===== src/rtl/nurx_pkg.sv =====
// types, status codes and constants of the ndef uri record extractor
// no dependencies; used by the rtl modules through scoped names
`default_nettype none

package nurx_pkg;

  // input transaction payload
  typedef struct packed {
    logic [7:0]  in_byte;
    logic [16:0] buffer_length;
    logic        last_byte;
  } in_item_t;

  // result transaction payload
  typedef struct packed {
    logic [7:0] url_byte;
    logic       has_byte;
    logic       final_res;
    logic [2:0] status;
    logic [7:0] url_length;
  } out_item_t;

  // result from the parse core for the current byte
  typedef struct packed {
    logic      valid;
    out_item_t item;
  } nurx_res_t;

  // parser phases
  typedef enum logic [2:0] {
    PH_TAG   = 3'd0,
    PH_LEN1  = 3'd1,
    PH_LENHI = 3'd2,
    PH_LENLO = 3'd3,
    PH_REC   = 3'd4,
    PH_URL   = 3'd5,
    PH_DONE  = 3'd6
  } phase_t;

  // status codes
  localparam logic [2:0] ST_OK        = 3'd0;
  localparam logic [2:0] ST_BAD_ARGS  = 3'd1;
  localparam logic [2:0] ST_NOT_TLV   = 3'd2;
  localparam logic [2:0] ST_TOO_SHORT = 3'd3;
  localparam logic [2:0] ST_BAD_LEN   = 3'd4;
  localparam logic [2:0] ST_URL_BIG   = 3'd5;
  localparam logic [2:0] ST_NO_URI    = 3'd6;

  // byte constants
  localparam logic [7:0] NDEF_TLV_TAG = 8'h03;
  localparam logic [7:0] LONG_LEN_ESC = 8'hFF;
  localparam logic [7:0] TNF_MASK     = 8'h07;
  localparam logic [7:0] TNF_WELLKNOWN = 8'h01;
  localparam logic [7:0] URI_TYPE     = 8'h55;

  // register reset and index limit
  localparam logic [8:0]  URL_CAP_RESET = 9'd256;
  localparam logic [16:0] IDX_MAX       = 17'h1FFFF;

endpackage

`default_nettype wire


===== src/rtl/nurx_in_stage.sv =====
// input register of the ndef uri record extractor
// depends on nurx_pkg
`default_nettype none

module nurx_in_stage (
  input  wire logic               clk,
  input  wire logic               rst,
  input  wire logic               in_valid,
  output logic                    in_ready,
  input  wire nurx_pkg::in_item_t in_data,
  input  wire logic               take,
  output logic                    s1_valid,
  output nurx_pkg::in_item_t      s1_data
);

  // accept when empty or when the held byte moves on this cycle
  assign in_ready = !s1_valid || take;

  // held transaction valid
  always_ff @(posedge clk) begin
    if (rst) begin
      s1_valid <= 1'b0;
    end else if (in_ready) begin
      s1_valid <= in_valid;
    end
  end

  // held payload
  always_ff @(posedge clk) begin
    if (in_valid && in_ready) begin
      s1_data <= in_data;
    end
  end

endmodule

`default_nettype wire


===== src/rtl/nurx_parse_core.sv =====
// tlv / ndef record walker: parse state, url capacity register, per-byte result
// depends on nurx_pkg
`default_nettype none

module nurx_parse_core (
  input  wire logic               clk,
  input  wire logic               rst,
  input  wire logic               cfg_we,
  input  wire logic [8:0]         cfg_wdata,
  input  wire logic               step,
  input  wire nurx_pkg::in_item_t item,
  output nurx_pkg::nurx_res_t     res
);

  logic [8:0]       url_capacity;
  nurx_pkg::phase_t phase, phase_next;
  logic [16:0]      byte_index, byte_index_next;
  logic [16:0]      held_buffer_length, held_buffer_length_next;
  logic [15:0]      message_length, message_length_next;
  logic [16:0]      message_end, message_end_next;
  logic [16:0]      record_start, record_start_next;
  logic [7:0]       record_header, record_header_next;
  logic [7:0]       record_type_length, record_type_length_next;
  logic [7:0]       record_payload_length, record_payload_length_next;
  logic [7:0]       url_bytes_left, url_bytes_left_next;
  logic [7:0]       url_count, url_count_next;

  logic [7:0]  b;
  logic [16:0] pos;
  logic [7:0]  pl_eff;
  logic [17:0] rec_end;
  logic [17:0] idx_plus1;
  logic [15:0] begin_ml;
  logic [16:0] begin_off;
  logic [16:0] begin_end;
  logic        cand;
  logic [7:0]  ulen;
  logic        verdict;
  logic [2:0]  verdict_st;
  logic        emit;
  logic        emit_final;

  // url capacity register
  always_ff @(posedge clk) begin
    if (rst) begin
      url_capacity <= nurx_pkg::URL_CAP_RESET;
    end else if (cfg_we) begin
      url_capacity <= cfg_wdata;
    end
  end

  // shared terms
  assign b         = item.in_byte;
  assign pos       = byte_index - record_start;
  assign pl_eff    = (pos == 17'd2) ? b : record_payload_length;
  assign rec_end   = {1'b0, record_start} + 18'd3 + {10'd0, record_type_length}
                     + {10'd0, pl_eff};
  assign idx_plus1 = {1'b0, byte_index} + 18'd1;
  assign begin_ml  = (phase == nurx_pkg::PH_LEN1) ? {8'd0, b} : {message_length[15:8], b};
  assign begin_off = (phase == nurx_pkg::PH_LEN1) ? 17'd2 : 17'd4;
  assign begin_end = begin_off + {1'b0, begin_ml};
  assign cand      = ((record_header & nurx_pkg::TNF_MASK) == nurx_pkg::TNF_WELLKNOWN)
                     && (record_type_length == 8'd1) && (record_payload_length >= 8'd2);
  assign ulen      = record_payload_length - 8'd1;

  // next state and result
  always_comb begin
    phase_next                 = phase;
    held_buffer_length_next    = held_buffer_length;
    message_length_next        = message_length;
    message_end_next           = message_end;
    record_start_next          = record_start;
    record_header_next         = record_header;
    record_type_length_next    = record_type_length;
    record_payload_length_next = record_payload_length;
    url_bytes_left_next        = url_bytes_left;
    url_count_next             = url_count;
    verdict                    = 1'b0;
    verdict_st                 = nurx_pkg::ST_OK;
    emit                       = 1'b0;
    emit_final                 = 1'b0;

    case (phase)
      nurx_pkg::PH_TAG: begin
        held_buffer_length_next = item.buffer_length;
        if (item.buffer_length < 17'd4 || url_capacity < 9'd2) begin
          verdict    = 1'b1;
          verdict_st = nurx_pkg::ST_BAD_ARGS;
        end else if (b != nurx_pkg::NDEF_TLV_TAG) begin
          verdict    = 1'b1;
          verdict_st = nurx_pkg::ST_NOT_TLV;
        end else begin
          phase_next = nurx_pkg::PH_LEN1;
        end
      end
      nurx_pkg::PH_LEN1, nurx_pkg::PH_LENLO: begin
        if (phase == nurx_pkg::PH_LEN1 && b == nurx_pkg::LONG_LEN_ESC) begin
          if (held_buffer_length < 17'd5) begin
            verdict    = 1'b1;
            verdict_st = nurx_pkg::ST_TOO_SHORT;
          end else begin
            phase_next = nurx_pkg::PH_LENHI;
          end
        end else begin
          // length complete: validate and start the record walk
          message_length_next = begin_ml;
          if (begin_ml == 16'd0 || begin_end > held_buffer_length) begin
            verdict    = 1'b1;
            verdict_st = nurx_pkg::ST_BAD_LEN;
          end else begin
            message_end_next  = begin_end;
            record_start_next = begin_off;
            if (begin_ml < 16'd3) begin
              verdict    = 1'b1;
              verdict_st = nurx_pkg::ST_NO_URI;
            end else begin
              phase_next = nurx_pkg::PH_REC;
            end
          end
        end
      end
      nurx_pkg::PH_LENHI: begin
        message_length_next = {b, 8'd0};
        phase_next          = nurx_pkg::PH_LENLO;
      end
      nurx_pkg::PH_REC: begin
        if (pos == 17'd0) begin
          record_header_next = b;
        end else if (pos == 17'd1) begin
          record_type_length_next = b;
        end else begin
          if (pos == 17'd2) begin
            record_payload_length_next = b;
          end
          if (pos == 17'd2 && rec_end > {1'b0, message_end}) begin
            verdict    = 1'b1;
            verdict_st = nurx_pkg::ST_NO_URI;
          end else if (pos == 17'd3 && cand && b == nurx_pkg::URI_TYPE) begin
            if ({1'b0, ulen} >= url_capacity) begin
              verdict    = 1'b1;
              verdict_st = nurx_pkg::ST_URL_BIG;
            end else begin
              phase_next          = nurx_pkg::PH_URL;
              url_bytes_left_next = ulen;
              url_count_next      = 8'd0;
            end
          end else if (idx_plus1 == rec_end) begin
            // step to the next record
            record_start_next = rec_end[16:0];
            if (({1'b0, message_end} - rec_end) < 18'd3) begin
              verdict    = 1'b1;
              verdict_st = nurx_pkg::ST_NO_URI;
            end
          end
        end
      end
      nurx_pkg::PH_URL: begin
        // the byte after the type is the prefix code and is skipped
        if (pos != 17'd4) begin
          emit                = 1'b1;
          url_count_next      = url_count + 8'd1;
          url_bytes_left_next = url_bytes_left - 8'd1;
          if (url_bytes_left == 8'd1) begin
            emit_final = 1'b1;
            phase_next = nurx_pkg::PH_DONE;
          end
        end
      end
      default: begin
      end
    endcase

    if (verdict) begin
      phase_next = nurx_pkg::PH_DONE;
    end

    // result selection
    res.valid           = 1'b0;
    res.item.url_byte   = 8'd0;
    res.item.has_byte   = 1'b0;
    res.item.final_res  = 1'b0;
    res.item.status     = nurx_pkg::ST_OK;
    res.item.url_length = 8'd0;
    if (verdict) begin
      res.valid           = 1'b1;
      res.item.final_res  = 1'b1;
      res.item.status     = verdict_st;
    end else if (emit_final) begin
      res.valid           = 1'b1;
      res.item.url_byte   = b;
      res.item.has_byte   = 1'b1;
      res.item.final_res  = 1'b1;
      res.item.url_length = url_count_next;
    end else if (item.last_byte && phase_next != nurx_pkg::PH_DONE) begin
      res.valid           = 1'b1;
      res.item.final_res  = 1'b1;
      res.item.status     = nurx_pkg::ST_BAD_LEN;
    end else if (emit) begin
      res.valid           = 1'b1;
      res.item.url_byte   = b;
      res.item.has_byte   = 1'b1;
    end
    res.valid = res.valid && step;

    // saturating byte counter
    byte_index_next = (byte_index < nurx_pkg::IDX_MAX) ? byte_index + 17'd1 : byte_index;

    // last byte returns the parser to its reset state
    if (item.last_byte) begin
      phase_next                 = nurx_pkg::PH_TAG;
      byte_index_next            = 17'd0;
      held_buffer_length_next    = 17'd0;
      message_length_next        = 16'd0;
      message_end_next           = 17'd0;
      record_start_next          = 17'd0;
      record_header_next         = 8'd0;
      record_type_length_next    = 8'd0;
      record_payload_length_next = 8'd0;
      url_bytes_left_next        = 8'd0;
      url_count_next             = 8'd0;
    end
  end

  // parse state registers
  always_ff @(posedge clk) begin
    if (rst) begin
      phase                 <= nurx_pkg::PH_TAG;
      byte_index            <= 17'd0;
      held_buffer_length    <= 17'd0;
      message_length        <= 16'd0;
      message_end           <= 17'd0;
      record_start          <= 17'd0;
      record_header         <= 8'd0;
      record_type_length    <= 8'd0;
      record_payload_length <= 8'd0;
      url_bytes_left        <= 8'd0;
      url_count             <= 8'd0;
    end else if (step) begin
      phase                 <= phase_next;
      byte_index            <= byte_index_next;
      held_buffer_length    <= held_buffer_length_next;
      message_length        <= message_length_next;
      message_end           <= message_end_next;
      record_start          <= record_start_next;
      record_header         <= record_header_next;
      record_type_length    <= record_type_length_next;
      record_payload_length <= record_payload_length_next;
      url_bytes_left        <= url_bytes_left_next;
      url_count             <= url_count_next;
    end
  end

endmodule

`default_nettype wire


===== src/rtl/nurx_out_stage.sv =====
// result register of the ndef uri record extractor
// depends on nurx_pkg
`default_nettype none

module nurx_out_stage (
  input  wire logic                clk,
  input  wire logic                rst,
  input  wire logic                load,
  input  wire nurx_pkg::out_item_t res_item,
  output logic                     out_valid,
  input  wire logic                out_ready,
  output nurx_pkg::out_item_t      out_data
);

  // result valid: set on load, cleared once taken
  always_ff @(posedge clk) begin
    if (rst) begin
      out_valid <= 1'b0;
    end else if (load) begin
      out_valid <= 1'b1;
    end else if (out_ready) begin
      out_valid <= 1'b0;
    end
  end

  // result payload
  always_ff @(posedge clk) begin
    if (load) begin
      out_data <= res_item;
    end
  end

endmodule

`default_nettype wire


===== src/rtl/ndef_uri_record_extractor_top.sv =====
// top level of the ndef uri record extractor: input register, parse core, result register
// depends on nurx_pkg, nurx_in_stage, nurx_parse_core, nurx_out_stage
//
//   channel  | handshake            | payload
//   ---------+----------------------+---------------------------------------
//   input    | in_valid / in_ready  | in_data  (in_byte, buffer_length, last_byte)
//   result   | out_valid / out_ready| out_data (url_byte, has_byte, final_res, ...)
//   config   | cfg_we               | cfg_wdata (url_capacity, 9 bits)
//
// one byte per cycle sustained while the result register has room; a byte waits in the input register
// and the parse logic loads its result into the result register when the byte moves on
// bytes causing no result pass through without occupying the result register
// a held result with out_ready low stalls the parse stage; the input side fills one deep
// synchronous reset returns the parser to tag search and url_capacity to 256
`default_nettype none

module ndef_uri_record_extractor_top (
  input  wire logic                clk,
  input  wire logic                rst,
  input  wire logic                cfg_we,
  input  wire logic [8:0]          cfg_wdata,
  input  wire logic                in_valid,
  output logic                     in_ready,
  input  wire nurx_pkg::in_item_t  in_data,
  output logic                     out_valid,
  input  wire logic                out_ready,
  output nurx_pkg::out_item_t      out_data
);

  logic                s1_valid;
  nurx_pkg::in_item_t  s1_data;
  logic                advance;
  nurx_pkg::nurx_res_t res;

  // held byte moves when the result register has room
  assign advance = s1_valid && (!out_valid || out_ready);

  nurx_in_stage u_in (
    .clk      (clk),
    .rst      (rst),
    .in_valid (in_valid),
    .in_ready (in_ready),
    .in_data  (in_data),
    .take     (advance),
    .s1_valid (s1_valid),
    .s1_data  (s1_data)
  );

  nurx_parse_core u_core (
    .clk       (clk),
    .rst       (rst),
    .cfg_we    (cfg_we),
    .cfg_wdata (cfg_wdata),
    .step      (advance),
    .item      (s1_data),
    .res       (res)
  );

  nurx_out_stage u_out (
    .clk       (clk),
    .rst       (rst),
    .load      (res.valid),
    .res_item  (res.item),
    .out_valid (out_valid),
    .out_ready (out_ready),
    .out_data  (out_data)
  );

endmodule

`default_nettype wire


===== config.mk =====
export PLATFORM = sky130hd
export DESIGN_NAME = ndef_uri_record_extractor_top
export DESIGN_NICKNAME = d
export VERILOG_FILES = /design/src/rtl/nurx_pkg.sv /design/src/rtl/nurx_in_stage.sv /design/src/rtl/nurx_parse_core.sv /design/src/rtl/nurx_out_stage.sv /design/src/rtl/ndef_uri_record_extractor_top.sv
export SDC_FILE = /design/constraint.sdc
export NUM_CORES = 1
export LEC_CHECK = 0
export BUFFER_PORTS_ARGS = -buffer_cell sky130_fd_sc_hd__buf_4
export CORE_MARGIN = 2
export CORE_UTILIZATION = 60
export CTS_CLUSTER_SIZE = 24
export DETAILED_ROUTE_END_ITERATION = 7
export GPL_TIMING_DRIVEN = 0
export PLACE_DENSITY = 0.76
export SLEW_MARGIN = 10
export SYNTH_ARGS = -nofsm -noshare
export SYNTH_HDL_FRONTEND = slang
export SYNTH_SLANG_ARGS = --single-unit

===== constraint.sdc =====
create_clock -name clk -period 10.75 [get_ports clk]
set_clock_uncertainty 0.05 [all_clocks]
set_input_delay 1.075 -clock clk [delete_from_list [all_inputs] [get_ports clk]]
set_output_delay 1.075 -clock clk [all_outputs]
set_load 0.05 [all_outputs]

==> metrics.yaml, run 1 <==
status: "complete, no violations"
ys.flop_type: "dfxtp_1"
fin_area_um2: 13700
power.internal_mw: 1.06
fp.dieH_um: 147
grt_overflow_total: 0
yosysSeqAreaShare: 0.318
die_width_um: 147
ys_warn_count: 0
synth_nets: 1611
fin_nets: 1692
synth_cell_type_count: 90
clock-root-buffer: "clkbuf_16"
grt_pass1_wl_um: 59500
switching_share: 0.304
cts_tree: "done"
syn_inst: 1474
rsz0062_at_grt: "false"
critPathLaunchType: "flip-flop"
dpl_cell_area_um2: 13100
antenna_found_initial: 0
avgRoutedWirePerCell_um: 20.4
yosysTopAreaCellShare: 0.203
power_density_nw_per_um2: 111
insertion_delay_ns: 0.44
postRouteAntennaNets: 0
track_usage: 0.345
switchingPower_uw: 465
vdd_ir_drop_max_uv: 96.2
period_needed_ns: 10.38
detail_route.wirelength_um: 37500
drc: 0
p_total_mw: 1.53
path_class: "flip-flop to flip-flop"
routed_via_density: 6.46
cts.sinks: 172
cts_buffers: 17
synth_edf_count: 47
die-area_um2: 21700
worstPathArrival_ns: 10.47
slowest_stage: "fa_1"
p_leak_nw: 5.29
grt_pass1_vias: 11300
critPathRequiredTime_ns: 10.85
slew_viol_final: 0
post-route-period-util: 0.965
crit_path_max_incr_delay_ns: 0.51
ys_ff_latch: 172
path_clk_slew_ns: 0.08
clkPwrFrac: 0.406
synth_most_common_cell: "nand2_1"
end_kind: "flip-flop"
first_pass_iters: 6
drive_gt1_frac: 0.0861
cp_max_fo: 10
cts_max_level: 4
max-clock-path-buffers: 2
num_rows: 52
grt_max_degree: 27
synthesis.area_um2: 12300
combPwrFrac: 0.140
synthArstFlopShare: 0
fmax_mhz: 96.4
hold_class: "flip-flop to flip-flop"
drt_iter0_drc: 1313
synthTopCellsByArea: "dfxtp_1, edfxtp_1, ha_1"
dp_hpwl_um: 28500
synthTopCellsByCount: "nand2_1, nor2_1, dfxtp_1"
start_util: 0.611
place_congestion: 0.953
seqPwrFrac: 0.454
synth.largest_area_cell: "dfxtp_1"
hold_viol: 0
syn_to_final_growth_pct: 11.6
io_pins: 63
core_um2: 20200
vias: 11900
setup_viol: 0
tightest_slew_ns: 1.05
slew_headroom: 0.293
cap_violations: 0
synth.avg_cell_area_um2: 8.36
crit_top_cell: "ha_1"
io_buffers: 60
power groups by stage:
stage	clock (mW)	sequential (mW)	combinational, mW
finish	0.620	0.695	0.214
detailed placement	0	0.710	0.206
global route	0.642	0.697	0.229
CTS	0.621	0.695	0.208
global placement	0	0.710	0.202
floorplan	0	0.720	0.126
cell type report:
class                   count  area (µm²)
multi-input cells        1147        7840
fillers                  1711        6420
flip-flops and latches    172        3910
repair buffers             62         473
clock buffers              17         425
well taps                 270         338
inverters                  85         319
plain buffers              70         284
clock inverters            15         151
diodes                      1        2.50
sequential cells by signal, summed over array words and instances (netlist names):
name,count
u_in.s1_data,26
u_out.out_data,21
u_core.byte_index,17
u_core.held_buffer_length,17
u_core.message_end,17
u_core.record_start,17
u_core.url_capacity,9
u_core.message_length,8
u_core.record_payload_length,8
u_core.record_type_length,8
u_core.url_bytes_left,8
u_core.url_count,8
u_core.phase,3
u_core.record_header,3
u_in.s1_valid,1
u_out.out_valid,1
final timing paths:
kind,startpoint,to,slack (ns),cells after the start
max,u_core.byte_index[0],u_out.out_data[11],0.37,34
min,u_core.message_end[2],u_core.message_end[2],0.42,2
max reg2reg,u_core.byte_index[0],u_out.out_data[11],0.37,34
min reg2reg,u_core.message_end[2],u_core.message_end[2],0.42,2
metrics by stage:
stage / setup TNS [ns] / utilization / std cells / hold slack, ns / setup slack, ns
after global routing: 0 / 0.681 / 1838 / 0.441 / 0.0447
after floorplan: 0 / - / 1474 / 0.386 / 1.50
after global placement: -14.68 / 0.650 / 1804 / 0.401 / -0.700
final: 0 / 0.682 / 1839 / 0.417 / 0.372
after detailed placement: 0 / 0.651 / 1805 / 0.404 / 0.157
after CTS: 0 / 0.679 / 1837 / 0.414 / 0.102
what timing repair did:
action / in CTS / in global routing
resized for setup: 0 / 6
setup endpoints to repair: 0 / 33
setup buffers: 0 / 1
hold buffers: 0 / 0
placed cells by master (no fill, tap or decap), types with 14 or more instances in the layout:
cell type	netlist	layout
or3_1	25	25
a21o_1	19	19
nor2_1	132	132
a211oi_1	18	18
buf_4	0	61
a31oi_1	17	16
dfxtp_1	125	125
nand2b_1	14	14
nor3_1	31	31
xnor2_1	52	51
nor4_1	18	18
nand4_1	35	35
and3_1	20	20
xor2_1	31	31
nand3_1	52	52
o21ai_0	62	62
a22oi_1	30	30
and2_1	21	20
clkbuf_16	0	17
mux2i_1	18	18
inv_1	83	83
nand2_1	135	135
a21oi_1	119	119
edfxtp_1	47	47
o211ai_1	18	18
ha_1	86	86
clkbuf_1	62	62
critical path, delay by kind of cell (launching register included):
family	cells	cell delay, ns
fa+ha+maj	7	2.45
mux	1	0.22
simple gates	7	1.82
compound gates	13	4.00
buf+inv	5	0.76
xor+xnor	1	0.28
flops	1	0.48
per-layer routing:
layer / share of wire / wire length (µm) / global-route usage
met4: 0.034 / 1270 / 0.128
met5: 0 / 0 / 0
met2: 0.45 / 16800 / 0.552
met3: 0.082 / 3060 / 0.0556
met1: 0.44 / 16300 / 0.472
logic make-up (layout without fill, tap and decap cells):
kind of cell | Yosys count | count (layout) | synth area share
adders and majority gates | 97 | 97 | 0.105
AOI/OAI and AO/OA | 394 | 394 | 0.218
and+or+nand+nor | 546 | 546 | 0.225
DFF | 172 | 172 | 0.318
muxes | 23 | 23 | 0.0192
buffers and inverters | 155 | 249 | 0.0490
xor gates and xnor gates | 87 | 87 | 0.0658
other | 0 | 1 | 0
Power figures use the tool's default switching activity.
==> run 2, diff against run 1 <==
--- a/config.mk
+++ b/config.mk
@@ -5,13 +5,16 @@
 export SDC_FILE = /design/constraint.sdc
 export NUM_CORES = 1
 export LEC_CHECK = 0
+export ABC_AREA = 1
 export BUFFER_PORTS_ARGS = -buffer_cell sky130_fd_sc_hd__buf_4
+export CELL_PAD_IN_SITES_DETAIL_PLACEMENT = 0
+export CELL_PAD_IN_SITES_GLOBAL_PLACEMENT = 1
 export CORE_MARGIN = 2
-export CORE_UTILIZATION = 60
+export CORE_UTILIZATION = 45
 export CTS_CLUSTER_SIZE = 24
 export DETAILED_ROUTE_END_ITERATION = 7
 export GPL_TIMING_DRIVEN = 0
-export PLACE_DENSITY = 0.76
+export PLACE_DENSITY = 0.79
 export SLEW_MARGIN = 10
 export SYNTH_ARGS = -nofsm -noshare
 export SYNTH_HDL_FRONTEND = slang
==> metrics.yaml, run 2 <==
status: "complete, no violations"
grt-busiest-layer: "met2"
crit_path_max_incr_delay_ns: 0.68  # +0.17 ns
synth_nets: 2139  # +33%
grt_pass1_vias: 12100  # +7.4%
grt_util_met3: 0.0319  # -0.0237
hold_start: "u_core.message_length[8]"
dp_hpwl_um: 32300  # +13%
power_density_nw_per_um2: 118  # +6.5%
post-route-period-util: 0.848  # -0.118
slew_viol_final: 0  # unchanged
first_pass_iters: 6  # unchanged
vdd_ir_drop_max_uv: 108  # +12%
max-clock-path-buffers: 2  # unchanged
ys.flop_type: "dfxtp_1"
synthTopCellsByArea: "dfxtp_1, nand2_1, edfxtp_1"
drive_gt1_frac: 0.0878  # +0.00173
period_needed_ns: 9.11  # -1.27 ns
ys_ff_latch: 172  # unchanged
grt_pass1_wl_um: 63900  # +7.3%
hold_class: "flip-flop to flip-flop"
setup_viol: 0  # unchanged
postRouteAntennaNets: 0  # unchanged
start_util: 0.456  # -0.155
avgRoutedWirePerCell_um: 16.1  # -21%
syn_inst: 2002  # +36%
cts_tree: "done"
r2r-start: "u_core.record_start[10]"
rsz0062_at_grt: "false"
largest_reg_flops: 26  # unchanged
post_cts_buffers: 0  # unchanged
regMostFlops: "u_in.s1_data"
track_usage: 0.267  # -0.0774
p_total_mw: 1.73  # +13%
synthesis.area_um2: 13000  # +5.9%
die_width_um: 174  # +18%
die-area_um2: 30400  # +40%
routed_via_density: 5.20  # -20%
startpoint: "u_core.record_start[10]"
worstPathArrival_ns: 9.13  # -1.34 ns
drc: 0  # unchanged
critPathRequiredTime_ns: 10.77  # -0.08 ns
end_kind: "flip-flop"
vias: 12900  # +8.4%
crit_family: "simple AND/OR/NAND/NOR gates"
grt_overflow_total: 0  # unchanged
yosysTopAreaCellShare: 0.192  # -0.0114
path_clk_slew_ns: 0.08  # about the same
path_class: "flip-flop to flip-flop"
synth_edf_count: 47  # unchanged
insertion_delay_ns: 0.44  # about the same
cp_max_fo: 21  # +11
mostFrequentLayoutCell: "nand2_1"
synth_cell_type_count: 57  # -37%
grt_util_met1: 0.371  # -0.101
antenna_found_initial: 0  # unchanged
setup_tns_ns: 0  # unchanged
cts_resized: 0  # unchanged
critPathLaunchType: "flip-flop"
grt_util_met2: 0.440  # -0.112
hold_viol: 0  # unchanged
synthArstFlopShare: 0  # unchanged
synth_most_common_cell: "nand2_1"
synthTopCellsByCount: "nand2_1, inv_1, nor2_1"
place_congestion: 0.880  # -7.7%
dpl_cell_area_um2: 14000  # +6.5%
ys_warn_count: 0  # unchanged
clock-root-buffer: "clkbuf_16"
drt_iter0_drc: 923  # -30%
io_buffers: 61  # +1.7%
num_rows: 62  # +19%
fp.dieH_um: 174  # +18%
critPathBufInv: 7  # +2
grt_max_degree: 27  # unchanged
tightest_slew_ns: 1.13  # +0.0817 ns
synth.avg_cell_area_um2: 6.52  # -22%
core_um2: 28600  # +42%
yosysSeqAreaShare: 0.300  # -0.0178
p_leak_nw: 6.70  # +27%
slowest_stage: "inv_1"
cts.sinks: 172  # unchanged
syn_to_final_growth_pct: 11.8
cts_max_level: 4  # unchanged
crit_top_cell: "nand2_1"
detail_route.wirelength_um: 40000  # +6.6%
cts_buffers: 17  # unchanged
reg_top3: "u_in.s1_data: 26 flops, u_out.out_data: 21 flops"
fin_nets: 2219  # +31%
fin_area_um2: 14600  # +6.1%
layout_common_cells: "nand2_1, inv_1, nor2_1, nand3_1, a21oi_1"
cap_violations: 0  # unchanged
synth.largest_area_cell: "dfxtp_1"
cts_hold_buffers: 0  # unchanged
n_antenna_cell: 0  # -1
fmax_mhz: 110  # +14%
io_pins: 63  # unchanged
slew_headroom: 0.244  # -0.0488
[run 2: tightest hold or removal path, stage by stage (launching register included)]
cell and delay (ns):
dfxtp_1 0.32, inv_1 0.05, a21oi_1 0.05
[run 2: path summary, 6_finish.rpt]
| check | end | slack, ns | cells after the start |
|---|---|---|---|
| worst min-delay path | u_core.message_length[8] | 0.40 | 2 |
| worst min register to register | u_core.message_length[8] | 0.40 | 2 |
| worst max-delay path | u_out.out_data[9] | 1.64 | 50 |
| worst max register to register | u_out.out_data[9] | 1.64 | 50 |
[run 2: cell type report]
class                      count  area (µm²)
fill                        3020       14000
multi-input combinational   1473        7760
sequential                   172        3910
inverter                     312        1170
tap                          384         480
timing repair buffer          61         458
clock buffer                  17         425
buffer                        45         195
clock inverter                15         176
[run 2: per-stage QoR]
step                cells  hold slack [ns]  setup WS [ns]  utilization
global route         2479            0.446          0.838        0.510
detailed placement   2447            0.390           1.65        0.489
CTS                  2479            0.402           1.59        0.510
finish               2479            0.401           1.64        0.510
global placement     2447            0.386           1.79        0.489
floorplan            2002            0.374           3.65            -
[run 2: cells by family after synthesis]
group	Yosys count	share of synthesized area
buffers and inverters	357	0.105
AO/OA/AOI/OAI	286	0.117
adder cells (fa/ha/maj)	97	0.0994
flip-flops	172	0.300
AND/OR/NAND/NOR	1057	0.357
XOR/XNOR	33	0.0222
[run 2: layer usage]
metal	vias to the layer above	share of wire
li1	6628	-
met2	264	0.46
met4	0	0.019
met5	-	0
met3	39	0.043
met1	5950	0.48
[run 2: report_power, final]
group / total [mW] / switching, mW / internal, mW
combinational: 0.380 / 0.257 / 0.124
clock: 0.636 / 0.304 / 0.332
sequential: 0.712 / 0.0204 / 0.692
total: 1.73 / 0.581 / 1.15
